==> src/hdl/fpsum_pkg.sv <==
// ----------------------------------------------------------------------------
// fpsum_pkg
// Shared types and constants of the frame parser with additive checksum.
// ----------------------------------------------------------------------------
package fpsum_pkg;

  // Frame status codes carried on a status result.
  localparam logic [2:0] STATUS_OK        = 3'd0;
  localparam logic [2:0] STATUS_TOO_SHORT = 3'd1;
  localparam logic [2:0] STATUS_BAD_START = 3'd2;
  localparam logic [2:0] STATUS_BAD_TYPE  = 3'd3;
  localparam logic [2:0] STATUS_BAD_SUM   = 3'd4;

  // Result kinds.
  localparam logic KIND_PAYLOAD = 1'b0;
  localparam logic KIND_STATUS  = 1'b1;

  // Configuration register indexes.
  localparam logic CFG_START_WORD = 1'b0;
  localparam logic CFG_TYPE_COUNT = 1'b1;

  // One result item.
  typedef struct packed {
    logic        kind;
    logic [7:0]  payload_byte;
    logic [2:0]  status;
    logic [7:0]  frame_type;
    logic [7:0]  dest_addr;
    logic [7:0]  source_addr;
    logic [15:0] sequence_num;
    logic [7:0]  payload_count;
  } result_t;

endpackage

==> src/hdl/fpsum_core.sv <==
// ----------------------------------------------------------------------------
// fpsum_core
// Frame state registers and the combinational parse of each accepted byte.
// ----------------------------------------------------------------------------
module fpsum_core import fpsum_pkg::*; (
  input  logic        clk,
  input  logic        rst,
  input  logic        in_valid,
  input  logic [7:0]  data_byte,
  input  logic        buffer_end,
  input  logic [15:0] start_word,
  input  logic [7:0]  type_count,
  output logic        res_valid,
  output result_t     res
);

  // Byte positions within the frame header.
  localparam logic [8:0] POS_START_HI = 9'd0;
  localparam logic [8:0] POS_START_LO = 9'd1;
  localparam logic [8:0] POS_LENGTH   = 9'd2;
  localparam logic [8:0] POS_TYPE     = 9'd3;
  localparam logic [8:0] POS_DEST     = 9'd4;
  localparam logic [8:0] POS_SOURCE   = 9'd5;
  localparam logic [8:0] POS_SEQ_HI   = 9'd6;
  localparam logic [8:0] POS_SEQ_LO   = 9'd7;
  localparam logic [8:0] POS_PAYLOAD  = 9'd8;
  localparam logic [8:0] POS_MIN_END  = 9'd9;
  localparam logic [8:0] POS_MAX      = 9'd511;

  logic [8:0]  byte_pos,    byte_pos_next;
  logic [15:0] start_seen,  start_seen_next;
  logic [7:0]  length_reg,  length_reg_next;
  logic [7:0]  type_reg,    type_reg_next;
  logic [7:0]  dest_reg,    dest_reg_next;
  logic [7:0]  source_reg,  source_reg_next;
  logic [15:0] seq_reg,     seq_reg_next;
  logic [15:0] running_sum, running_sum_next;
  logic [7:0]  check_high,  check_high_next;
  logic        frame_done,  frame_done_next;

  logic [8:0]  chk_pos;
  logic [15:0] got_sum;
  logic        start_ok;
  logic        status_hit;
  logic [2:0]  status_code;

  // Parse one byte against the current frame state.
  always_comb begin
    byte_pos_next    = byte_pos;
    start_seen_next  = start_seen;
    length_reg_next  = length_reg;
    type_reg_next    = type_reg;
    dest_reg_next    = dest_reg;
    source_reg_next  = source_reg;
    seq_reg_next     = seq_reg;
    running_sum_next = running_sum;
    check_high_next  = check_high;
    frame_done_next  = frame_done;
    res_valid        = 1'b0;
    res              = '0;
    status_hit       = 1'b0;
    status_code      = STATUS_OK;
    chk_pos          = POS_PAYLOAD + {1'b0, length_reg};
    got_sum          = {check_high, data_byte};
    start_ok         = 1'b0;

    if (in_valid && !frame_done) begin
      // Capture header fields by position.
      unique case (byte_pos)
        POS_START_HI: start_seen_next = {data_byte, 8'h00};
        POS_START_LO: start_seen_next = {start_seen[15:8], data_byte};
        POS_LENGTH: begin
          length_reg_next = data_byte;
          chk_pos         = POS_PAYLOAD + {1'b0, data_byte};
        end
        POS_TYPE:     type_reg_next   = data_byte;
        POS_DEST:     dest_reg_next   = data_byte;
        POS_SOURCE:   source_reg_next = data_byte;
        POS_SEQ_HI:   seq_reg_next    = {data_byte, 8'h00};
        POS_SEQ_LO:   seq_reg_next    = {seq_reg[15:8], data_byte};
        default: ;
      endcase

      // Checksum accumulation and capture of the checksum high byte.
      if (byte_pos < chk_pos) begin
        running_sum_next = running_sum + {8'h00, data_byte};
      end else if (byte_pos == chk_pos) begin
        check_high_next = data_byte;
      end

      start_ok = (start_seen_next == start_word);

      // Decide the result of this byte, status first.
      if (byte_pos == POS_MIN_END && !start_ok) begin
        status_hit  = 1'b1;
        status_code = STATUS_BAD_START;
      end else if (byte_pos >= POS_MIN_END && byte_pos == chk_pos + 9'd1) begin
        status_hit = 1'b1;
        if (!start_ok) begin
          status_code = STATUS_BAD_START;
        end else if (type_reg_next >= type_count) begin
          status_code = STATUS_BAD_TYPE;
        end else if (got_sum != running_sum_next) begin
          status_code = STATUS_BAD_SUM;
        end else begin
          status_code = STATUS_OK;
        end
      end else if (buffer_end) begin
        status_hit  = 1'b1;
        status_code = STATUS_TOO_SHORT;
      end else if (byte_pos >= POS_PAYLOAD && byte_pos < chk_pos && start_ok) begin
        res_valid        = 1'b1;
        res.kind         = KIND_PAYLOAD;
        res.payload_byte = data_byte;
      end

      if (status_hit) begin
        res_valid         = 1'b1;
        res.kind          = KIND_STATUS;
        res.status        = status_code;
        res.frame_type    = type_reg_next;
        res.dest_addr     = dest_reg_next;
        res.source_addr   = source_reg_next;
        res.sequence_num  = seq_reg_next;
        res.payload_count = length_reg_next;
        frame_done_next   = 1'b1;
      end

      if (byte_pos != POS_MAX) begin
        byte_pos_next = byte_pos + 9'd1;
      end
    end

    // The buffer's last byte always starts a fresh frame.
    if (in_valid && buffer_end) begin
      byte_pos_next    = '0;
      start_seen_next  = '0;
      length_reg_next  = '0;
      type_reg_next    = '0;
      dest_reg_next    = '0;
      source_reg_next  = '0;
      seq_reg_next     = '0;
      running_sum_next = '0;
      check_high_next  = '0;
      frame_done_next  = 1'b0;
    end
  end

  // Frame state registers.
  always_ff @(posedge clk) begin
    if (rst) begin
      byte_pos    <= '0;
      start_seen  <= '0;
      length_reg  <= '0;
      type_reg    <= '0;
      dest_reg    <= '0;
      source_reg  <= '0;
      seq_reg     <= '0;
      running_sum <= '0;
      check_high  <= '0;
      frame_done  <= 1'b0;
    end else begin
      byte_pos    <= byte_pos_next;
      start_seen  <= start_seen_next;
      length_reg  <= length_reg_next;
      type_reg    <= type_reg_next;
      dest_reg    <= dest_reg_next;
      source_reg  <= source_reg_next;
      seq_reg     <= seq_reg_next;
      running_sum <= running_sum_next;
      check_high  <= check_high_next;
      frame_done  <= frame_done_next;
    end
  end

endmodule

==> src/hdl/fpsum_skid.sv <==
// ----------------------------------------------------------------------------
// fpsum_skid
// Output register with one skid entry, so the input ready is registered.
// ----------------------------------------------------------------------------
module fpsum_skid import fpsum_pkg::*; (
  input  logic    clk,
  input  logic    rst,
  input  logic    in_valid,
  output logic    in_ready,
  input  result_t in_data,
  output logic    out_valid,
  input  logic    out_ready,
  output result_t out_data
);

  logic    skid_valid;
  result_t skid_data;

  assign in_ready = !skid_valid;

  // Results move to the output register; a stalled transfer parks in the skid.
  always_ff @(posedge clk) begin
    if (rst) begin
      out_valid  <= 1'b0;
      skid_valid <= 1'b0;
    end else if (out_ready || !out_valid) begin
      if (skid_valid) begin
        out_valid  <= 1'b1;
        skid_valid <= 1'b0;
      end else begin
        out_valid <= in_valid;
      end
    end else if (in_valid && in_ready) begin
      skid_valid <= 1'b1;
    end
  end

  // Payload registers.
  always_ff @(posedge clk) begin
    if (out_ready || !out_valid) begin
      if (skid_valid) begin
        out_data <= skid_data;
      end else if (in_valid) begin
        out_data <= in_data;
      end
    end else if (in_valid && in_ready) begin
      skid_data <= in_data;
    end
  end

endmodule

==> src/hdl/frame_parser_with_sum_checksum.sv <==
// ----------------------------------------------------------------------------
// frame_parser_with_sum_checksum
// Byte-stream deframer with a 16-bit additive checksum.
// ----------------------------------------------------------------------------
// Usage:
// Receive-buffer bytes enter on the s_axis channel, one per transfer, with
// s_axis_tlast on the buffer's last byte. Each frame yields its payload
// bytes (m_axis_tuser = 0) followed by one status result (m_axis_tuser = 1)
// carrying the status code and the parsed header fields. Bytes after the
// status are dropped until the buffer ends.
// The configuration port sets the expected start word (index 0) and the
// number of valid frame types (index 1); write it only while the block idles.
// Throughput is one byte per cycle while s_axis_tready is high. Each result
// reaches m_axis from a register; each byte passes through one parse step between
// the frame state registers and the output register.
// When the receiver stalls, one extra result is held in a skid entry and
// s_axis_tready drops until the output drains.
// Reset clears all frame state, sets start word 0 and type count 255, and
// empties the output stage.
// ----------------------------------------------------------------------------
module frame_parser_with_sum_checksum import fpsum_pkg::*; (
  input  logic        clk,
  input  logic        rst,
  // Configuration write port
  input  logic        cfg_we,
  input  logic        cfg_index,
  input  logic [15:0] cfg_data,
  // Input stream
  input  logic        s_axis_tvalid,
  output logic        s_axis_tready,
  input  logic [7:0]  s_axis_tdata,   // [7:0] data_byte
  input  logic        s_axis_tlast,   // buffer_end
  // Output stream
  output logic        m_axis_tvalid,
  input  logic        m_axis_tready,
  // [7:0] payload_byte, [10:8] status, [18:11] frame_type, [26:19] dest_addr,
  // [34:27] source_addr, [50:35] sequence_num, [58:51] payload_count, rest 0
  output logic [63:0] m_axis_tdata,
  output logic        m_axis_tuser    // kind
);

  logic [15:0] start_word;
  logic [7:0]  type_count;
  logic        in_xfer;
  logic        res_valid;
  result_t     res;
  result_t     out_res;

  // Configuration registers.
  always_ff @(posedge clk) begin
    if (rst) begin
      start_word <= 16'h0000;
      type_count <= 8'hFF;
    end else if (cfg_we) begin
      unique case (cfg_index)
        CFG_START_WORD: start_word <= cfg_data;
        CFG_TYPE_COUNT: type_count <= cfg_data[7:0];
        default: ;
      endcase
    end
  end

  assign in_xfer = s_axis_tvalid && s_axis_tready;

  fpsum_core u_core (
    .clk        (clk),
    .rst        (rst),
    .in_valid   (in_xfer),
    .data_byte  (s_axis_tdata),
    .buffer_end (s_axis_tlast),
    .start_word (start_word),
    .type_count (type_count),
    .res_valid  (res_valid),
    .res        (res)
  );

  fpsum_skid u_skid (
    .clk       (clk),
    .rst       (rst),
    .in_valid  (res_valid),
    .in_ready  (s_axis_tready),
    .in_data   (res),
    .out_valid (m_axis_tvalid),
    .out_ready (m_axis_tready),
    .out_data  (out_res)
  );

  // Pack the result fields, lowest field first.
  assign m_axis_tuser = out_res.kind;
  assign m_axis_tdata = {5'b00000,
                         out_res.payload_count,
                         out_res.sequence_num,
                         out_res.source_addr,
                         out_res.dest_addr,
                         out_res.frame_type,
                         out_res.status,
                         out_res.payload_byte};

endmodule
==> config.mk <==
export PLATFORM = sky130hd
export DESIGN_NAME = frame_parser_with_sum_checksum
export DESIGN_NICKNAME = d
export VERILOG_FILES = /design/src/hdl/fpsum_pkg.sv /design/src/hdl/fpsum_core.sv /design/src/hdl/fpsum_skid.sv /design/src/hdl/frame_parser_with_sum_checksum.sv
export SDC_FILE = /design/constraint.sdc
export NUM_CORES = 1
export LEC_CHECK = 0
export BUFFER_PORTS_ARGS = -buffer_cell sky130_fd_sc_hd__buf_2
export CAP_MARGIN = 20
export CORE_MARGIN = 1.5
export CORE_UTILIZATION = 35
export CTS_CLUSTER_SIZE = 20
export DETAILED_ROUTE_END_ITERATION = 12
export PLACE_DENSITY_LB_ADDON = 0.3
export REMOVE_ABC_BUFFERS = 1
export SLEW_MARGIN = 20
export SYNTH_ARGS = -nofsm -noshare
export SYNTH_HDL_FRONTEND = slang
export SYNTH_HIERARCHICAL = 1
export SYNTH_SLANG_ARGS = --single-unit
export TNS_END_PERCENT = 10
==> constraint.sdc <==
create_clock -name clk -period 9.97 [get_ports clk]
set_input_delay 0.997 -clock clk [delete_from_list [all_inputs] [get_ports clk]]
set_output_delay 0.997 -clock clk [all_outputs]
set_load 0.01 [all_outputs]
==> results of run 1 <==
final cells by class:
class / count / area (um^2) / share of cell area
multi-input cells: 876 / 6480 / 0.438
flip-flops and latches: 244 / 6090 / 0.411
clock buffers: 36 / 729 / 0.0492
well taps: 504 / 631 / 0.0426
repair buffers: 110 / 616 / 0.0415
clock inverters: 14 / 141 / 0.00954
inverters: 34 / 128 / 0.00861
Yosys cell counts, types with 18 or more instances:
library cell  number
xnor2_1           30
and2_1            25
o21ai_1           18
clkbuf_1          59
a21oi_1          107
nand3_1           24
mux2_4            58
mux2i_1           41
inv_1             33
nand2b_1          26
edfxtp_1         120
and3_1            25
a22oi_1           43
ha_1              33
nor2_1           104
o21ai_0           32
dfxtp_1          124
nand2_1           61
xor2_1            21
a211oi_1          19
power groups by stage:
stage	combinational (W)	sequential, W	clock (W)
floorplan	0.000153	0.00112	0
global placement	0.000242	0.00111	0
detailed placement	0.000245	0.00111	0
CTS	0.000245	0.00109	0.00100
global route	0.000269	0.00109	0.00104
finish	0.000246	0.00109	0.000976
logic make-up after synthesis:
logic type                 after synthesis  share of synthesized area
xor gates and xnor gates                53                     0.0372
adders and majority gates               34                     0.0328
buffers and inverters                  131                     0.0515
other                                    1                   0.000284
AOI/OAI and AO/OA                      314                      0.159
and+or+nand+nor                        366                      0.157
DFF                                    244                      0.461
muxes                                  104                      0.101
metrics by stage:
step                power (W)  hold slack (ns)  cell area [um^2]
CTS                   0.00234            0.470             14800
detailed placement    0.00136            0.455             13900
floorplan             0.00127            0.435             12700
finish                0.00231            0.464             14800
global route          0.00240            0.497             14800
global placement      0.00135            0.448             13900
path summary, 6_finish.rpt:
| check | start | end | depth (start not counted) |
|---|---|---|---|
| worst max-delay path | u_core/byte_pos[1] | u_skid/skid_data[50] | 21 |
| worst min-delay path | type_count[1] | type_count[1] | 1 |
| worst max register to register | u_core/byte_pos[1] | u_skid/skid_data[50] | 21 |
| worst min register to register | type_count[1] | type_count[1] | 1 |
routing by layer:
layer / share of wire / routed length (um) / GRT usage / vias to the layer above
met4: 0.019 / 626 / 0.0416 / 0
met2: 0.47 / 15200 / 0.278 / 218
met3: 0.040 / 1290 / 0.0208 / 48
met1: 0.47 / 15300 / 0.222 / 4652
li1: - / - / - / 4715
met5: 0 / 0 / 0 / -
==> flow_summary.json, run 1 <==
{
  "syn-instance-count": 1247,
  "ys_ff_latch": 244,
  "outcome": "finished, final reports clean",
  "clk_latency_ns": 0.55,
  "vias": 9633,
  "finalCriticalPeriod_ns": 6.23,
  "switchingPower_w": 0.000575,
  "utilization": 0.402,
  "cp.required_ns": 10.13,
  "cts_hold_buf": 0,
  "synth-edff-count": 120,
  "die_x_um": 197,
  "hold_class": "reg -> reg",
  "wl_per_cell_um": 17.8,
  "finalMaxSlewViolations": 0,
  "stdcell_count": 1818,
  "top_regs": "u_skid/out_data: 60 flops, u_skid/skid_data: 60 flops",
  "finalWorstSetupSlack_ns": 3.74,
  "seq_power_share": 0.472,
  "yosysWarnings": 6,
  "fp.dieH_um": 197,
  "setup_viol": 0,
  "max-clock-path-buffers": 3,
  "ys_seq_area_frac": 0.461,
  "htree_levels": 1,
  "layout_commonest_cell": "dfxtp_1",
  "clkSlewWorstSetupHoldPaths_ns": 0.06,
  "routed_via_density": 5.30,
  "antenna_found_initial": 0,
  "dr.pass1.iters": 5,
  "start_util": 0.358,
  "synth_area_um2": 13200,
  "r2r_slack_ns": 3.74,
  "drive_gt1_frac": 0.193,
  "p_int_w": 0.00174,
  "route.detailed.drc": 0,
  "ant_nets": 0,
  "ir_drop_mv": 0.107,
  "crit_path_end_kind": "register",
  "clock-sinks": 244,
  "yosysTopAreaCell": "edfxtp_1",
  "cts_resized": 0,
  "avgSynthCellArea_um2": 10.6,
  "num_rows": 70,
  "postCtsSetupRepairBufs": 0,
  "slowest_stage": "buf_4",
  "ys_types": 86,
  "crit_fanout": 60,
  "cp-start-kind": "register",
  "numPortBuffers": 92,
  "ys.flop_type": "dfxtp_1",
  "slew_headroom": 0.250,
  "yosys-top-cells-area": "edfxtp_1 (27%), dfxtp_1 (19%), mux2_4 (6.6%)",
  "arrival_ns": 6.39,
  "power_density_nw_per_um2": 156,
  "cts_made_buffers": 27,
  "synthArstFlopShare": 0,
  "cts-root-buf": "clkbuf_16",
  "io_pins": 98,
  "dieArea_um2": 38900,
  "fin_crit_sh": 0.625,
  "dp_cells": 1767,
  "tns_ns": 0,
  "slowest_delay_ns": 0.62,
  "yosysTopAreaCellShare": 0.273,
  "grt.total_usage": 0.164,
  "layout.nets": 1358,
  "drv_cap": 0,
  "worst-path-buf-inv": 4,
  "place.gp.congestion": 0.884,
  "area_growth_pct": 12.2,
  "hold_viol_final": 0,
  "grt_pass1_wl_mm": 51.6,
  "leakage_nw": 5.72,
  "fillers": 3574,
  "hpwlAfterDp_mm": 21.0,
  "clkPwrFrac": 0.422,
  "pwr-share-comb": 0.106,
  "skew_ns": 0.0204,
  "cts_tree": "done",
  "path_cells": "ha_1 > nor4b_4 > nand2_2 > mux2i_1 > inv_1 > ha_1 > nand2b_1 > a211oi_1 > or2_1 > inv_1 > ha_1 > nand4_1 > a211oi_1 > a211oi_1 > buf_4 > nand2_1 > nor4_2 > o21ai_0 > nand3_1 > nor3b_2 > buf_4",
  "grt_max_degree": 99,
  "post-place-ws_ns": 3.83,
  "final_cell_mix": "dfxtp_1 (123), edfxtp_1 (120), a21oi_1 (107), nor2_1 (104), buf_2 (92)",
  "max_freq_mhz": 161,
  "antenna_cells": 0,
  "worstSetupPathType": "reg -> reg",
  "drt-total-wl_mm": 32.4,
  "rsz0062_at_grt": "no",
  "path_delay_family": "simple AND/OR/NAND/NOR gates",
  "grt_pass1_vias": 9393,
  "drt_iter0_markers": 778,
  "core-area_um2": 36900,
  "swShare": 0.249,
  "max_slew.worst_pin.slew_ns": 1.11,
  "grt-ovfl-total": 0
}
No activity file was read; power rests on OpenSTA's default activity.
==> inputs of run 2 (changes only) <==
==> constraint.sdc (replaced) <==
create_clock -name clk -period 6.4 [get_ports clk]
set_input_delay 0.64 -clock clk [delete_from_list [all_inputs] [get_ports clk]]
set_output_delay 0.64 -clock clk [all_outputs]
set_load 0.01 [all_outputs]
==> run 2 against run 1 <==
Compared with the run above:
- clock power is 58% higher
- worst setup slack lost 3.3 ns
- register-to-register slack got worse by 3.3 ns
- maximum frequency increased by 4.7%
- worst hold slack got worse by 0.10 ns
==> flow_summary.json, run 2 (synthesis gave the netlist of run 1 again) <==
{
  "place.gp.congestion": 0.867,
  "slew_headroom": 0.251,
  "antenna_found_initial": 1,
  "top_regs": "u_skid/out_data: 60 flops, u_skid/skid_data: 60 flops",
  "path_cells": "ha_1 > nor4b_4 > nand2_2 > mux2i_1 > inv_1 > ha_1 > nand2b_1 > a211oi_1 > or2_1 > inv_1 > ha_1 > nand4_1 > a211oi_1 > a211oi_1 > nand2_1 > nor4_2 > o21ai_0 > nand3_1 > nor3b_2 > buf_4",
  "cp-start-kind": "register",
  "worst-path-buf-inv": 3,
  "worstSetupPathType": "reg -> reg",
  "numPortBuffers": 92,
  "drt-total-wl_mm": 32.7,
  "core-area_um2": 36900,
  "grt_max_degree": 99,
  "skew_ns": 0.0338,
  "htree_levels": 1,
  "hpwlAfterDp_mm": 21.6,
  "place_area_um2": 14000,
  "ant_nets": 0,
  "finalMaxSlewViolations": 0,
  "max-clock-path-buffers": 3,
  "arrival_ns": 6.11,
  "grt_pass1_vias": 9427,
  "slowest_stage": "buf_4",
  "outcome": "finished, final reports clean",
  "fin_crit_sh": 0.929,
  "wl_per_cell_um": 18.0,
  "area_growth_pct": 12.9,
  "hold_class": "in -> reg",
  "cts_tree": "done",
  "clock-sinks": 244,
  "max_freq_mhz": 168,
  "leakage_nw": 5.78,
  "final_cell_mix": "dfxtp_1 (123), edfxtp_1 (120), a21oi_1 (107), nor2_1 (104), buf_2 (92)",
  "ir_drop_mv": 0.160,
  "drive_gt1_frac": 0.198,
  "setup_viol": 0,
  "grt-ovfl-total": 0,
  "finalInstanceArea_um2": 14900,
  "drv_cap": 0,
  "power_w": 0.00363,
  "tns_ns": 0,
  "fp.dieH_um": 197,
  "route.detailed.drc": 0,
  "max_slew.worst_pin.slew_ns": 1.11,
  "start_util": 0.358,
  "slowest_delay_ns": 0.55,
  "hold_viol_final": 0,
  "layout_commonest_cell": "dfxtp_1",
  "crit_path_end_kind": "register",
  "clk_latency_ns": 0.55,
  "dieArea_um2": 38900,
  "dr.pass1.iters": 5,
  "routed_via_density": 5.33,
  "postCtsSetupRepairBufs": 0,
  "rsz0062_at_grt": "no",
  "io_pins": 98,
  "clkSlewWorstSetupHoldPaths_ns": 0.06,
  "cp.required_ns": 6.56,
  "grt_pass1_wl_mm": 52.0,
  "layout.nets": 1362,
  "finalWorstSetupSlack_ns": 0.451,
  "crit_fanout": 47,
  "drt_iter0_markers": 783,
  "antenna_cells": 0,
  "grt.total_usage": 0.166,
  "power_density_nw_per_um2": 243,
  "vias": 9705,
  "finalCriticalPeriod_ns": 5.95,
  "fillers": 3583,
  "path_delay_family": "simple AND/OR/NAND/NOR gates",
  "holdWs_ns": 0.360,
  "cts_made_buffers": 26,
  "post-place-ws_ns": 0.492,
  "num_rows": 70,
  "die_x_um": 197,
  "cts-root-buf": "clkbuf_16"
}
[run 2: cell count changes in the layout (fill, tap and decap cells not counted), moves of 2 or more]
cell | previous run | this run
buf_4 | 17 | 21
clkbuf_1 | 7 | 5
clkinv_2 | 5 | 7
clkinvlp_2 | 3 | 0
[run 2: final cells by class]
type                    instances  area (um^2)  share of cell area
flip-flops and latches        244         6090               0.409
inverters                      34          128             0.00856
clock inverters                11          120             0.00806
repair buffers                115          666              0.0447
clock buffers                  37          766              0.0514
well taps                     504          631              0.0423
multi-input cells             876         6510               0.436
[run 2: worst register-to-register path, delay by kind of cell (launching register included)]
kind                     cells  cell delay (ns)
AO/OA/AOI/OAI                4             0.82
adder cells (fa/ha/maj)      3             0.88
buffers and inverters        3             0.77
flip-flops                   1             0.48
multiplexers                 1             0.39
AND/OR/NAND/NOR              9             2.15
[run 2: what timing repair did]
item                       CTS  global route
setup endpoints to repair    0             1
hold buffers                 0             0
gates resized for setup      0             2
hold endpoints to repair     0             0
[run 2: worst paths after layout]
check / startpoint / end / slack (ns) / cells past startpoint
hold / removal: cfg_data[8] / start_word[8] / 0.36 / 3
setup reg to reg: u_core/byte_pos[1] / u_skid/skid_data[4] / 0.45 / 20
hold reg to reg: type_count[4] / type_count[4] / 0.47 / 1
setup / recovery: u_core/byte_pos[1] / u_skid/skid_data[4] / 0.45 / 20
[run 2: layer usage]
metal  up-vias  global-route usage  wire length [um]
li1       4720                   -                 -
met1      4667               0.227             15100
met2       261               0.272             15200
met3        55              0.0268              1740
met4         2              0.0455               707
met5         -                   0                 7
[run 2: through the flow]
step	util	std cells
final	0.404	1821
after global routing	0.404	1821
after CTS	0.403	1820
after detailed placement	0.379	1772
after global placement	0.379	1772
after floorplan	-	1154
[run 2: report_power, final]
part / leakage, nW / switching [W] / total (W) / internal [W]
sequential: 2.16 / 0.0000263 / 0.00170 / 0.00167
clock: 0.443 / 0.000627 / 0.00154 / 0.000915
combinational: 3.18 / 0.000237 / 0.000385 / 0.000147
==> inputs of run 3 (changes only) <==
--- a/config.mk
+++ b/config.mk
@@ -11,11 +11,11 @@
 export CORE_UTILIZATION = 35
 export CTS_CLUSTER_SIZE = 20
 export DETAILED_ROUTE_END_ITERATION = 12
+export HOLD_SLACK_MARGIN = 0.05
 export PLACE_DENSITY_LB_ADDON = 0.3
 export REMOVE_ABC_BUFFERS = 1
 export SLEW_MARGIN = 20
 export SYNTH_ARGS = -nofsm -noshare
 export SYNTH_HDL_FRONTEND = slang
-export SYNTH_HIERARCHICAL = 1
 export SYNTH_SLANG_ARGS = --single-unit
 export TNS_END_PERCENT = 10
==> run 3 against run 2 <==
Compared with the run above:
- design area fell by 5.9%
- first-iteration DRC count grew 22%
- routed wire length is 4.3% lower
- combinational power is 3% lower
- worst setup slack improved by 0.10 ns
- sequential power barely moved
- final cell count stayed put
- register-to-register slack improved by 0.10 ns
- sequential share of layout area is 2.5 points higher
- core utilization is 0.20 points higher
- synthesized cell count rose by 3.8%
- largest cell class is now sequential cells
- highest routed layer is now met4
==> flow_summary.json, run 3 <==
{
  "synth_common_cells": "nand2_1 (163), nor2_1 (154), dfxtp_1 (124)",
  "routed_via_density": 5.29,
  "grt-ovfl-total": 0,
  "yosys-top-cells-area": "edfxtp_1 (29%), dfxtp_1 (20%), nand2_1 (5.0%)",
  "drt-total-wl_mm": 31.3,
  "fin_crit_sh": 0.913,
  "max_slew.worst_pin.slew_ns": 0.955,
  "stdcell_count": 1821,
  "grt_max_degree": 81,
  "utilization": 0.406,
  "fp.dieH_um": 190,
  "finalCriticalPeriod_ns": 5.85,
  "drt_iter0_markers": 958,
  "yosysWarnings": 0,
  "synthArstFlopShare": 0,
  "crit_path_frequent_cell": "inv_1",
  "layout.nets": 1410,
  "hold_class": "in -> reg",
  "cp.required_ns": 6.58,
  "dr.pass1.iters": 6,
  "area_growth_pct": 14.5,
  "core-area_um2": 34500,
  "hp-start": "cfg_data[9]",
  "slowest_stage": "o311ai_1",
  "setup_viol": 0,
  "rsz0062_at_grt": "no",
  "cts_resized": 0,
  "route.detailed.drc": 0,
  "syn-instance-count": 1294,
  "dp_cells": 1772,
  "vias": 9642,
  "fillers": 3446,
  "clkSlewWorstSetupHoldPaths_ns": 0.06,
  "crit_path_end_kind": "register",
  "grt.total_usage": 0.170,
  "wl_per_cell_um": 17.2,
  "ant_nets": 0,
  "cts-root-buf": "clkbuf_16",
  "ir_drop_mv": 0.177,
  "hold_viol_final": 0,
  "antenna_found_initial": 0,
  "top_regs": "u_skid.out_data: 60 flops, u_skid.skid_data: 60 flops",
  "cts_tree": "done",
  "drv_cap": 0,
  "hpwlAfterDp_mm": 20.9,
  "postCtsSetupRepairBufs": 0,
  "worstSetupPathType": "reg -> reg",
  "antenna_cells": 0,
  "numPortBuffers": 92,
  "grt_pass1_vias": 9016,
  "ys_types": 72,
  "leakage_nw": 5.48,
  "ys_ff_latch": 244,
  "die_x_um": 190,
  "io_pins": 98,
  "start_util": 0.355,
  "timing.rr.start": "u_core.byte_pos[0]",
  "reg2reg_depth": 21,
  "path_cells": "inv_1 > ha_1 > nor4b_2 > buf_4 > nand2_1 > mux2i_1 > inv_1 > ha_1 > inv_1 > o311ai_1 > inv_1 > ha_1 > nand4_1 > nor2_1 > o21ai_0 > and3_1 > nand2_1 > or3_1 > and2_1 > a21boi_4 > buf_4",
  "slowest_delay_ns": 0.63,
  "slew_headroom": 0.358,
  "dieArea_um2": 36200,
  "reg2reg_to": "u_skid.out_data[28]",
  "cts_made_buffers": 27,
  "yosysTopAreaCell": "edfxtp_1",
  "hold_path_end": "start_word[9]",
  "ys_seq_area_frac": 0.496,
  "num_rows": 68,
  "clock-sinks": 244,
  "multi_input_area_um2": 5710,
  "synth-edff-count": 120,
  "arrival_ns": 6.02,
  "cp-start-kind": "register",
  "holdWs_ns": 0.315,
  "clk_latency_ns": 0.56,
  "crit_fanout": 36,
  "drive_gt1_frac": 0.130,
  "layout_commonest_cell": "nand2_1",
  "skew_ns": 0.0363,
  "synth_area_um2": 12300,
  "r2r_slack_ns": 0.55,
  "ff_latch_area_um2": 6090,
  "max_freq_mhz": 171,
  "max-clock-path-buffers": 3,
  "ys.flop_type": "dfxtp_1",
  "finalMaxSlewViolations": 0,
  "final_cell_mix": "nand2_1 (163), nor2_1 (154), dfxtp_1 (123), edfxtp_1 (120), buf_2 (92)",
  "yosysTopAreaCellShare": 0.294,
  "avgSynthCellArea_um2": 9.47,
  "power_density_nw_per_um2": 259,
  "cts_hold_buf": 0,
  "htree_levels": 1,
  "outcome": "finished, final reports clean",
  "yosysMostFrequentCell": "nand2_1",
  "grt_pass1_wl_mm": 49.4,
  "place.gp.congestion": 0.859,
  "hold_depth": 3
}
-- run 3: cell types whose count changed in the layout (fill, tap and decap cells not counted), sizes merged, moves of 7 or more --
cell	delta
nand2	+100
and2	+11
a22o	+7
nand4bb	-16
nor2	+49
a21oi	-41
o21ai	+22
and3	-7
xor2	+7
clkbuf	-8
nand2b	-19
mux2	-61
xnor2	-8
-- run 3: metrics by stage --
| stage | power [W] | worst slack [ns] | area (um^2) | TNS (ns) |
|---|---|---|---|---|
| finish | 0.00364 | 0.555 | 14000 | 0 |
| global route | 0.00378 | 0.141 | 14000 | 0 |
| CTS | 0.00367 | 0.606 | 14000 | 0 |
| detailed placement | 0.00211 | 0.657 | 13100 | 0 |
| global placement | 0.00210 | 0.820 | 13100 | 0 |
| floorplan | 0.00196 | -3.63 | 11900 | -526.92 |
-- run 3: power by group --
part,total [W],internal [W],switching [W]
Sequential,0.00170,0.00168,0.0000274
Combinational,0.000374,0.000128,0.000246
Clock,0.00156,0.000931,0.000630
-- run 3: worst max-delay path by stage --
stage	from	endpoint	slack [ns]	depth (start not counted)
6_report	u_core.byte_pos[0]	u_skid.out_data[28]	0.55	21
5_1_grt	u_core.byte_pos[0]	u_skid.out_data[28]	0.14	22
4_1_cts	u_core.byte_pos[0]	u_skid.out_data[28]	0.61	21
3_5_place_dp	u_core.byte_pos[0]	u_skid.out_data[28]	0.66	21
3_3_place_gp	u_core.byte_pos[0]	u_skid.out_data[50]	0.82	21
2_1_floorplan	u_core.byte_pos[2]	u_skid.skid_data[0]	-3.63	14
-- run 3: cell families (layout without fill, tap and decap cells) --
logic type | count (synthesis) | after routing | share of synthesized area
other | 1 | 5 | 0.000306
DFF | 244 | 244 | 0.496
muxes | 45 | 45 | 0.0369
adders and majority gates | 33 | 33 | 0.0343
buffers and inverters | 130 | 198 | 0.0433
AOI/OAI and AO/OA | 314 | 314 | 0.171
and+or+nand+nor | 476 | 476 | 0.180
xor gates and xnor gates | 51 | 51 | 0.0376
-- run 3: final cells by class --
type,instances,share of cell area
multi-input cells,924,0.407
clock buffers,29,0.0487
flip-flops and latches,244,0.434
repair buffers,115,0.0460
well taps,455,0.0406
clock inverters,20,0.0149
inverters,34,0.00909
-- run 3: layer usage --
layer  vias to the layer above  part of all wire  global-route usage
li1                       4771                 -                   -
met1                      4562              0.46               0.234
met2                       273              0.46               0.282
met3                        36             0.056              0.0262
met4                         0             0.017              0.0409
met5                         -                 0                   0
-- run 3: worst max-delay path: cells and delay by family, from the launching register on --
family	cells	cell delay (ns)
simple gates	8	1.95
buf+inv	6	1.04
compound gates	3	1.02
fa+ha+maj	3	0.79
flops	1	0.44
mux	1	0.19
